### src/design/ptd_pkg.sv
`default_nettype none
package ptd_pkg;

	localparam int MAX_TASKS       = 16;
	localparam int PRIORITY_LEVELS = 4;
	localparam int IDX_W           = 4;
	localparam int PRI_W           = 2;
	localparam int TIME_W          = 32;
	localparam int CNT_W           = 5;

	typedef logic [IDX_W-1:0]  idx_t;
	typedef logic [PRI_W-1:0]  pri_t;
	typedef logic [TIME_W-1:0] time_t;
	typedef logic [CNT_W-1:0]  cnt_t;

	localparam pri_t PRI_MAX = pri_t'(PRIORITY_LEVELS - 1);
	localparam cnt_t CNT_MAX = cnt_t'(MAX_TASKS);

	typedef enum logic {
		OP_SCAN = 1'b0,
		OP_LOAD = 1'b1
	} op_t;

	typedef enum logic [1:0] {
		S_IDLE,
		S_EVAL,
		S_CHECK,
		S_FINISH
	} state_t;

	typedef struct packed {
		time_t period;
		time_t lr;
		pri_t  pri;
	} tbl_entry_t;

	// load_we writes the whole entry, lr_we only the last-release time
	typedef struct packed {
		logic  load_we;
		logic  lr_we;
		idx_t  idx;
		time_t period;
		time_t lr;
		pri_t  pri;
	} tbl_wr_t;

endpackage
`default_nettype wire

### src/design/ptd_table.sv
`default_nettype none
module ptd_table import ptd_pkg::*; (
	input  wire        clk,
	input  wire        arst_n,
	input  tbl_wr_t    wr,
	input  idx_t       rd_idx,
	output tbl_entry_t rd
);

	tbl_entry_t mem_q [MAX_TASKS];

	always_ff @(posedge clk or negedge arst_n) begin
		if (!arst_n) begin
			for (int i = 0; i < MAX_TASKS; i++) begin
				mem_q[i] <= '0;
			end
		end else if (wr.load_we) begin
			mem_q[wr.idx] <= '{period: wr.period, lr: wr.lr, pri: wr.pri};
		end else if (wr.lr_we) begin
			mem_q[wr.idx].lr <= wr.lr;
		end
	end

	assign rd = mem_q[rd_idx];

endmodule
`default_nettype wire

### src/design/ptd_alu.sv
`default_nettype none
module ptd_alu import ptd_pkg::*; (
	input  wire   sub,
	input  time_t a,
	input  time_t b,
	output time_t sum,
	input  time_t cmp_x,
	input  time_t cmp_y,
	output logic  ge
);

	// one 32-bit adder, subtract by inverting b and carrying in
	assign sum = a + (b ^ {TIME_W{sub}}) + time_t'(sub);
	assign ge  = (cmp_x >= cmp_y);

endmodule
`default_nettype wire

### src/design/periodic_task_dispatcher_unit.sv
`default_nettype none
// channel | dir | signals                         | contents (low bit up)
// --------+-----+---------------------------------+-------------------------------------------
// s_      | in  | s_tvalid s_tready s_tdata s_tuser | tuser: op; tdata: now_ms, entry_index,
//         |     |                                 |   entry_period, entry_start, entry_priority
// m_      | out | m_tvalid m_tready m_tdata m_tuser | tuser: released; tdata: task_index;
//         |     | m_tlast                         |   tlast: last
// cfg_    | in  | cfg_we cfg_wdata                | task_count
//
// A load writes the entry on acceptance; the ack leaves from FINISH once the output register is free.
// A scan visits each of the first n entries (n at most 16) once per priority level in EVAL, and
// the entry whose level matches goes on to CHECK, where the release test runs.
// The single table read port and the shared adder keep these visits one after another.
// Reset clears the task table, task_count and all control; no clearing pass is needed.
// A release found while the previous one still waits for the output register stalls the scan.
module periodic_task_dispatcher_unit import ptd_pkg::*; (
	input  wire          clk,
	input  wire          arst_n,
	input  wire          s_tvalid,
	output logic         s_tready,
	input  wire  [103:0] s_tdata,  // now_ms, entry_index, entry_period, entry_start, entry_priority
	input  wire          s_tuser,  // op
	output logic         m_tvalid,
	input  wire          m_tready,
	output logic [7:0]   m_tdata,  // task_index
	output logic         m_tuser,  // released
	output logic         m_tlast,  // last
	input  wire          cfg_we,
	input  wire  [4:0]   cfg_wdata // task_count
);

	// input field split
	time_t in_now;
	idx_t  in_idx;
	time_t in_period;
	time_t in_start;
	pri_t  in_pri;
	pri_t  in_pri_sat;
	cnt_t  n_in;

	assign in_now    = s_tdata[31:0];
	assign in_idx    = s_tdata[35:32];
	assign in_period = s_tdata[67:36];
	assign in_start  = s_tdata[99:68];
	assign in_pri    = s_tdata[101:100];
	// saturate to the top level; entry_index always fits the table
	assign in_pri_sat = (in_pri > PRI_MAX) ? PRI_MAX : in_pri;

	// registers
	state_t state_q, state_d;
	cnt_t   task_count_q;
	cnt_t   n_q;
	time_t  now_q;
	time_t  diff_q;
	idx_t   idx_q;
	pri_t   pri_q;
	logic   pend_v_q;
	idx_t   pend_idx_q;
	logic   m_valid_q;
	logic   m_rel_q;
	idx_t   m_idx_q;
	logic   m_last_q;

	// control
	logic       accept;
	logic       step;
	logic       diff_ld;
	logic       pend_ld;
	logic       out_ld;
	logic       out_rel;
	idx_t       out_idx;
	logic       out_last;
	logic       out_free;
	logic       last_idx;
	tbl_wr_t    tbl_wr;
	tbl_entry_t rd;
	logic       alu_sub;
	time_t      alu_a;
	time_t      alu_b;
	time_t      alu_sum;
	logic       ge;

	assign n_in     = (task_count_q > CNT_MAX) ? CNT_MAX : task_count_q;
	assign out_free = !m_valid_q || m_tready;
	assign last_idx = ({1'b0, idx_q} == cnt_t'(n_q - cnt_t'(1)));

	ptd_table u_table (
		.clk    (clk),
		.arst_n (arst_n),
		.wr     (tbl_wr),
		.rd_idx (idx_q),
		.rd     (rd)
	);

	// EVAL: elapsed = now - last_release; CHECK: last_release + period
	ptd_alu u_alu (
		.sub   (alu_sub),
		.a     (alu_a),
		.b     (alu_b),
		.sum   (alu_sum),
		.cmp_x (diff_q),
		.cmp_y (rd.period),
		.ge    (ge)
	);

	always_ff @(posedge clk or negedge arst_n) begin
		if (!arst_n) begin
			state_q <= S_IDLE;
		end else begin
			state_q <= state_d;
		end
	end

	always_comb begin
		state_d  = state_q;
		s_tready = 1'b0;
		accept   = 1'b0;
		step     = 1'b0;
		diff_ld  = 1'b0;
		pend_ld  = 1'b0;
		out_ld   = 1'b0;
		out_rel  = 1'b0;
		out_idx  = '0;
		out_last = 1'b0;
		alu_sub  = 1'b1;
		alu_a    = now_q;
		alu_b    = rd.lr;
		tbl_wr   = '0;
		unique case (state_q)
			S_IDLE: begin
				s_tready = 1'b1;
				if (s_tvalid) begin
					accept = 1'b1;
					if (op_t'(s_tuser) == OP_LOAD) begin
						tbl_wr.load_we = 1'b1;
						tbl_wr.idx     = in_idx;
						tbl_wr.period  = in_period;
						tbl_wr.lr      = in_start;
						tbl_wr.pri     = in_pri_sat;
						state_d        = S_FINISH;
					end else if (n_in == '0) begin
						state_d = S_FINISH;
					end else begin
						state_d = S_EVAL;
					end
				end
			end
			S_EVAL: begin
				if (rd.pri == pri_q) begin
					diff_ld = 1'b1;
					state_d = S_CHECK;
				end else begin
					step = 1'b1;
				end
			end
			S_CHECK: begin
				alu_sub = 1'b0;
				alu_a   = rd.lr;
				alu_b   = rd.period;
				if (!ge) begin
					step = 1'b1;
				end else if (!pend_v_q || out_free) begin
					// previous release is now known not to be the final one
					tbl_wr.lr_we = 1'b1;
					tbl_wr.idx   = idx_q;
					tbl_wr.lr    = alu_sum;
					pend_ld      = 1'b1;
					out_ld       = pend_v_q;
					out_rel      = 1'b1;
					out_idx      = pend_idx_q;
					step         = 1'b1;
				end
			end
			S_FINISH: begin
				if (out_free) begin
					out_ld   = 1'b1;
					out_rel  = pend_v_q;
					out_idx  = pend_v_q ? pend_idx_q : '0;
					out_last = 1'b1;
					state_d  = S_IDLE;
				end
			end
			default: state_d = S_IDLE;
		endcase
		if (step) begin
			state_d = (last_idx && pri_q == PRI_MAX) ? S_FINISH : S_EVAL;
		end
	end

	always_ff @(posedge clk or negedge arst_n) begin
		if (!arst_n) begin
			task_count_q <= '0;
			idx_q        <= '0;
			pri_q        <= '0;
			n_q          <= '0;
			pend_v_q     <= 1'b0;
			m_valid_q    <= 1'b0;
		end else begin
			if (cfg_we) begin
				task_count_q <= cfg_wdata;
			end
			if (accept) begin
				idx_q    <= '0;
				pri_q    <= '0;
				n_q      <= n_in;
				pend_v_q <= 1'b0;
			end else if (step) begin
				if (last_idx) begin
					idx_q <= '0;
					pri_q <= pri_q + pri_t'(1);
				end else begin
					idx_q <= idx_q + idx_t'(1);
				end
			end
			if (pend_ld) begin
				pend_v_q <= 1'b1;
			end
			if (out_ld) begin
				m_valid_q <= 1'b1;
			end else if (m_tready) begin
				m_valid_q <= 1'b0;
			end
		end
	end

	// payload registers
	always_ff @(posedge clk) begin
		if (accept) begin
			now_q <= in_now;
		end
		if (diff_ld) begin
			diff_q <= alu_sum;
		end
		if (pend_ld) begin
			pend_idx_q <= idx_q;
		end
		if (out_ld) begin
			m_rel_q  <= out_rel;
			m_idx_q  <= out_idx;
			m_last_q <= out_last;
		end
	end

	assign m_tvalid = m_valid_q;
	assign m_tdata  = {4'b0000, m_idx_q};
	assign m_tuser  = m_rel_q;
	assign m_tlast  = m_last_q;

endmodule
`default_nettype wire
### config.mk
export PLATFORM = sky130hd
export DESIGN_NAME = periodic_task_dispatcher_unit
export DESIGN_NICKNAME = d
export VERILOG_FILES = /design/src/design/ptd_pkg.sv /design/src/design/ptd_table.sv /design/src/design/ptd_alu.sv /design/src/design/periodic_task_dispatcher_unit.sv
export SDC_FILE = /design/constraint.sdc
export NUM_CORES = 2
export LEC_CHECK = 0
export ABC_CLOCK_PERIOD_IN_PS = 7200
export BUFFER_PORTS_ARGS = -buffer_cell sky130_fd_sc_hd__buf_2
export CORE_MARGIN = 1
export CORE_UTILIZATION = 55
export DETAILED_ROUTE_END_ITERATION = 7
export PLACE_DENSITY = 0.79
export SLEW_MARGIN = 5
export SYNTH_ARGS = -nofsm -noshare
export SYNTH_HDL_FRONTEND = slang
export SYNTH_SLANG_ARGS = --single-unit
### constraint.sdc
create_clock -name clk -period 7.2 [get_ports clk]
set_input_delay 0.72 -clock clk [delete_from_list [all_inputs] [get_ports clk]]
set_output_delay 0.72 -clock clk [all_outputs]
set_load 0.02 [all_outputs]
# Word-level counts from Yosys, hierarchy flattened
# Cells that the tools add are included.
dict set report op_classes {
  addsub 5
  order_cmp 6
  n_eq_ne 9
  muxes 70
  bitwise_logic 3
  n_reduce_logical 16
}
# op count
set op_table {}
lappend op_table {{$bwmux 1056} 2}
lappend op_table {{$mux 1056} 2}
lappend op_table {{$demux 66 s4} 2}
lappend op_table {{$bmux 66 s4} 1}
lappend op_table {{$mux 66} 3}
lappend op_table {{$mux 32} 5}
lappend op_table {{$mux 70} 2}
lappend op_table {{$pmux 32 s2} 1}
lappend op_table {{$mux 34} 1}
lappend op_table {{$add 32x1->32} 1}
lappend op_table {{$add 32x32->32} 1}
lappend op_table {{$ge 32x32->1} 1}
lappend op_table {{$xor 32x32->32} 1}
lappend op_table {{$mux 4} 7}
lappend op_table {{$mux 2} 12}
lappend op_table {{$mux 1} 23}
lappend op_table {{$pmux 4 s2} 2}
lappend op_table {{$mux 5} 3}
lappend op_table {{$ge 5x5->1 const B} 2}
lappend op_table {{$not 4->5} 2}
lappend op_table {{$reduce_bool 2->1} 5}
lappend op_table {{$ne 3x3->1 const B} 3}
lappend op_table {{$eq 2x2->1 const B} 3}
lappend op_table {{$pmux 1 s2} 3}
lappend op_table {{18 further kinds} 21}
dict set report totals {
  ff_bits 1150
  input_bits 115
  out_inout_bits 12
  elab_cells 170
}

# Logic depth before layout (Yosys ltp)
dict set report logic_depth {
  depth_word 15
  mapped_depth 26
  depth_no_buf 20
}

# By module
# Synthesis repeated with hierarchy kept, for this count alone.
dict set report hier_totals {
  cells_unflattened 3639
  hier_area_um2 54715.0
}
# mod instances cells_each area_per_inst_um2 seq_area_each_um2
set by_module_without_submodules {}
lappend by_module_without_submodules {ptd_table 1 2884 47011.3 26425.3}
lappend by_module_without_submodules {periodic_task_dispatcher_unit 1 355 4768.3 2722.6}
lappend by_module_without_submodules {ptd_alu 1 400 2935.3 0.0}

# Worst setup path before layout
# OpenSTA, ideal clock, no wires.
dict set report synth_timing {
  kind {flip-flop to flip-flop}
  start {reg idx_q[0]}
  end {reg u_table.mem_q[660] in the netlist's numbering}
  setup_ps 125
  arrival_ps 5575
  required_ps 7075
  slack_ps 1500
  path_stages_with_launch 23
  path_buffers 8
  period_less_slack_ps 5700
  path_cell_list {dfrtp_1 buf_6 buf_4 buf_4 buf_2 buf_2 buf_1 mux4_2 a221oi_1 ha_1 a21o_1 a21o_1 a221oi_1 o311ai_0 a21o_1 nand3_2 inv_2 or3_1 a21oi_1 and2_1 clkbuf_1 buf_2 mux2_2}
}
dict set report synth_via {
  elab_chain_cells 14
  elab_cells_between_ends 21
  classes_between {order compare (3); mux (14); bitwise (2); reduce/logical (2)}
}
# element line
set synth_rtl {}
lappend synth_rtl {{start, declared} periodic_task_dispatcher_unit.sv:55} ;# idx_t idx_q;
lappend synth_rtl {{start signal, assigned} periodic_task_dispatcher_unit.sv:212} ;# idx_q <= idx_q + idx_t'(1);
lappend synth_rtl {{$not 4->5 (implied by the code)} ptd_table.sv:24} ;# assign rd = mem_q[rd_idx];
lappend synth_rtl {{$bmux 66 s4} ptd_table.sv:24}
lappend synth_rtl {{$mux 66 (implied by the code) (2 in a row)} ptd_table.sv:24}
lappend synth_rtl {{$ge 32x32->1} ptd_alu.sv:14} ;# assign ge = (cmp_x >= cmp_y);
lappend synth_rtl {{$mux 5 (*)} periodic_task_dispatcher_unit.sv:160} ;# if (!ge) begin
lappend synth_rtl {{$pmux 4 s2} periodic_task_dispatcher_unit.sv:129} ;# unique case (state_q)
lappend synth_rtl {{$not 4->5 (implied by the code)} {ptd_table.sv:18, ptd_table.sv:20}}
lappend synth_rtl {{$ge 5x5->1 (implied by the code) or $lt 5x1->1 (tied branches)} ptd_table.sv:18} ;# mem_q[wr.idx] <= '{period: wr.period, lr: wr.lr, pri: wr.pri};
lappend synth_rtl {{$logic_and 1x1->1 (implied by the code)} ptd_table.sv:18}
lappend synth_rtl {{$mux 66 (implied by the code)} ptd_table.sv:18}
lappend synth_rtl {{$demux 66 s4} ptd_table.sv:18}
lappend synth_rtl {{$bwmux 1056} ptd_table.sv:18}
lappend synth_rtl {{$mux 1056} ptd_table.sv:17} ;# end else if (wr.load_we) begin
lappend synth_rtl {{end signal, assigned by index} ptd_table.sv:18}
lappend synth_rtl {{end, declared} ptd_table.sv:10} ;# tbl_entry_t mem_q [MAX_TASKS];
# Mark *: on every way between the ends. The rest lies on a longest branch, timed or not. The select of a mux whose other input is x is not followed.
# A chain may end at the register's enable or synchronous reset.

# Final worst setup path
dict set report layout_timing {
  start {reg idx_q[2]}
  end {reg u_table.mem_q[748] in the netlist's numbering}
}
dict set report layout_via {
  elab_cells_between_ends 30
  classes_between {add/sub (2); order compare (3); mux (20); bitwise (3); reduce/logical (2)}
}
# element line
set layout_lines {}
lappend layout_lines {{$not 4->5 (implied by the code) (*)} ptd_table.sv:24}
lappend layout_lines {{$bmux 66 s4 (*)} ptd_table.sv:24}
lappend layout_lines {{$mux 66 (implied by the code) (*) (2 in a row)} ptd_table.sv:24}
lappend layout_lines {{$mux 32} periodic_task_dispatcher_unit.sv:129}
lappend layout_lines {{$xor 32x32->32} ptd_alu.sv:13} ;# assign sum = a + (b ^ {TIME_W{sub}}) + time_t'(sub);
lappend layout_lines {{$add 32x32->32 (*)} ptd_alu.sv:13}
lappend layout_lines {{$add 32x1->32 (*)} ptd_alu.sv:13}
lappend layout_lines {{named net alu_sum[20]} periodic_task_dispatcher_unit.sv:80} ;# time_t alu_sum;
lappend layout_lines {{$mux 32 (*)} periodic_task_dispatcher_unit.sv:162} ;# end else if (!pend_v_q || out_free) begin
lappend layout_lines {{$mux 32 (*)} periodic_task_dispatcher_unit.sv:160}
lappend layout_lines {{$pmux 32 s2 (*)} periodic_task_dispatcher_unit.sv:129}
lappend layout_lines {{$bwmux 1056} ptd_table.sv:20} ;# mem_q[wr.idx].lr <= wr.lr;
lappend layout_lines {{$mux 1056} ptd_table.sv:19} ;# end else if (wr.lr_we) begin
lappend layout_lines {{$mux 1056 (*)} ptd_table.sv:17}
# Mark *: on every way through the listed nets, which the timed path passes. The rest lies on a longest branch. The select of a mux whose other input is x is not followed.

==> out/results.ini <==
[setup_path]
start_kind=register
r2r_cells=18
worst_setup_path_end_kind=register
cp_data_required_time_ns=7.73
crit_start=idx_q[2]$_DFFE_PN0P_
regToRegSetupSlack_ns=0.37
r2r-end=u_table.mem_q[748]$_DFFE_PN0P_
cp.arrival_ns=7.36
path_class=register to register
crit_path_end=u_table.mem_q[748]$_DFFE_PN0P_
cp_max_fo=28
reg2reg_from=idx_q[2]$_DFFE_PN0P_

[die]
start_util_pct=55.78
core_area_um2=96990
pin_count=127
floorplan.die_area_um2=99630
fp.dieH_um=315.6
std_cell_rows=114
fp.dieW_um=315.6

[timing]
holdWs_ns=0.09310
hold_violations=0
slew_headroom_pct=9.262
finalCritPeriodShare_pct=94.93
skew_ns=0.02791
fin_setup_tns_ns=0
period_needed_ns=6.835
rsz0062_at_grt=no
clock.fmax_mhz=146.3
worst_slew_pin_slew_ns=1.361
setup_violations=0
slew_viol_final=0

[yosys]
synth_cell_types=88
yosys.area.top_type=dfrtp_1
ys_seq_elements=1150
synth_area_leaders=dfrtp_1 50%, mux2_2 13%, mux4_2 6.1%
synth_edf_count=74
syn_area_um2=54100
yosysWarningCount=0
async_flop_share_pct=93.57
yosysTopAreaCellShare_pct=49.77
syn_area_per_cell_um2=11.95
ys_seq_area_share_pct=53.88
synthFlopType=dfrtp_1
syn_inst=4527

[clock_network]
h-tree-depth=3
cts-root-buf=clkbuf_16
tritoncts=done
cts_buffer_depth=3
numCtsBuffers=115
cts_hold_buffers=0
clock_sinks=1150
clk_latency_ns=0.71
ctsResizeCount=0
clk_pin_slew_ns=0.06
cts_setup_buffers=0

[finish]
fin_util_pct=62.28
drive_gt1_share_pct=28.04
fin_nets=4706
area_growth_pct=11.65

[global_route]
grt_pass1_vias=38200
antenna_found_initial=14
grt_max_degree=181
met2_usage_pct=47.61
grt_first_pass_wirelength_mm=226.8
use_met3_pct=6.494
gr-usage-all-layers_pct=29.90
grt-ovfl-total=0
busiest_layer=met2
met1_usage_pct=40.01

[placement]
globalplace.congestion=0.9586
portBuffers=120
hpwl_mm=87.73

[run_status]
violations=DRC
status=finished with violations

[detailed_routing]
ant_nets=0
first_pass_iters=8
drt-wirelength-per-cell_um=25.07
drt_wl_total_mm=147.9
drc=16
drtIter0Drc=4108
viasPerCell=6.388
vias=37690

[min_path]
hold_class=input port to asynchronous set/reset pin

[power]
power.leakage_nw=27.79
ir_worst_vdd_mv=0.2978
power_density_nw_per_um2=422.1

[run]
cap_violations=0

per-stage QoR:
stage	cells	worst slack, ns	cell area [µm²]	power [mW]
after floorplan	4530	1.500	54110	15.90
after global placement	5678	0.8740	56380	18.75
after detailed placement	5678	0.7591	56380	19.04
after CTS	5889	0.6530	60370	25.34
after global routing	5894	0.1539	60390	26.71
final	5900	0.3651	60410	25.50
Yosys cell counts, types with 8 or more instances:
library cell	instances
buf_1	63
inv_1	60
clkbuf_1	238
o21ai_0	285
a21oi_1	491
xnor2_1	25
nor2b_1	12
nand4_1	13
a22oi_1	54
a31oi_1	40
mux4_2	147
a221oi_1	92
buf_2	67
buf_4	8
nand3b_1	9
edfxtp_1	74
a21oi_2	30
mux2_2	603
nand2_1	182
o21bai_1	11
ha_1	69
and2_1	14
nor3_1	10
xor2_1	9
mux2i_1	192
nand3_1	41
nor2_1	462
a21o_1	25
dfrtp_1	1076
report_power, final:
| part | internal, mW | total (mW) | switching [mW] |
|---|---|---|---|
| logic | 3.96 | 10.4 | 6.41 |
| registers | 8.10 | 8.85 | 0.754 |
| clock network | 3.70 | 6.27 | 2.57 |
| total | 15.8 | 25.5 | 9.74 |
cell type report:
| class | instances | area, µm² |
|---|---|---|
| Fill cell | 7226 | 36590 |
| Clock inverter | 39 | 543.0 |
| Multi-Input combinational cell | 2934 | 23340 |
| Tap cell | 1276 | 1597 |
| Sequential cell | 1150 | 29160 |
| Antenna cell | 9 | 22.52 |
| Inverter | 62 | 232.7 |
| Timing Repair Buffer | 258 | 2059 |
| Clock buffer | 172 | 3446 |
layer usage:
metal  vias up  wire length [µm]
li1      16390                 -
met1     19280             59270
met2      1636             70030
met3       379             12660
met4         6              5913
met5         -                35
logic make-up after synthesis:
logic type / Yosys count / share of synthesized area [%]
flip-flops: 1150 / 53.88
AO/OA/AOI/OAI: 1087 / 11.97
multiplexers: 950 / 22.40
AND/OR/NAND/NOR: 788 / 6.117
buffers and inverters: 446 / 3.423
adder cells (fa/ha/maj): 70 / 1.633
XOR/XNOR: 35 / 0.5805
other: 1 / 0.006931
flip-flops by register name (all words and copies together), names as in the netlist, 4 cells and up:
register       cells
u_table.mem_q   1056
diff_q            32
now_q             32
n_q                5
task_count_q       5
idx_q              4
m_idx_q            4
pend_idx_q         4
cells in the final DEF (no fill, tap or decap), types with 105 or more instances in the layout:
cell type and n:
buf_4 105, clkbuf_16 118, nor2_1 460, a21oi_1 485
nand2_1 177, dfrtp_1 1072, buf_2 119, mux4_2 147
mux2i_1 192, o21ai_0 285, mux2_2 603
worst max-delay path, cell delays in order, from the launching register on:
cell and delay (ns):
dfrtp_4 0.75, nor2b_4 0.69, buf_4 0.44, a221oi_1 0.19
o21ai_0 0.24, inv_1 0.07, a221oi_1 0.29, buf_4 0.24
o21ai_0 0.12, ha_1 0.40, and4_1 0.28, o211ai_1 0.13
a21oi_1 0.47, a31oi_1 0.26, o211ai_1 0.35, a41oi_1 0.18
xnor2_1 0.24, a22oi_1 1.01, o21ai_0 0.23
worst min-delay path by stage:
stage / slack [ns] / to / start / depth (start not counted)
after floorplan: 0.42 / idx_q[0]$_DFFE_PN0P_ / arst_n / 0
after global placement: 0.46 / u_table.mem_q[800]$_DFFE_PN0P_ / u_table.mem_q[800]$_DFFE_PN0P_ / 2
after detailed placement: 0.47 / u_table.mem_q[823]$_DFFE_PN0P_ / u_table.mem_q[823]$_DFFE_PN0P_ / 2
after CTS: 0.10 / u_table.mem_q[660]$_DFFE_PN0P_ / arst_n / 1
after global routing: 0.14 / u_table.mem_q[858]$_DFFE_PN0P_ / arst_n / 1
final: 0.09 / u_table.mem_q[858]$_DFFE_PN0P_ / arst_n / 1
No activity file was read; power rests on OpenSTA's default activity.
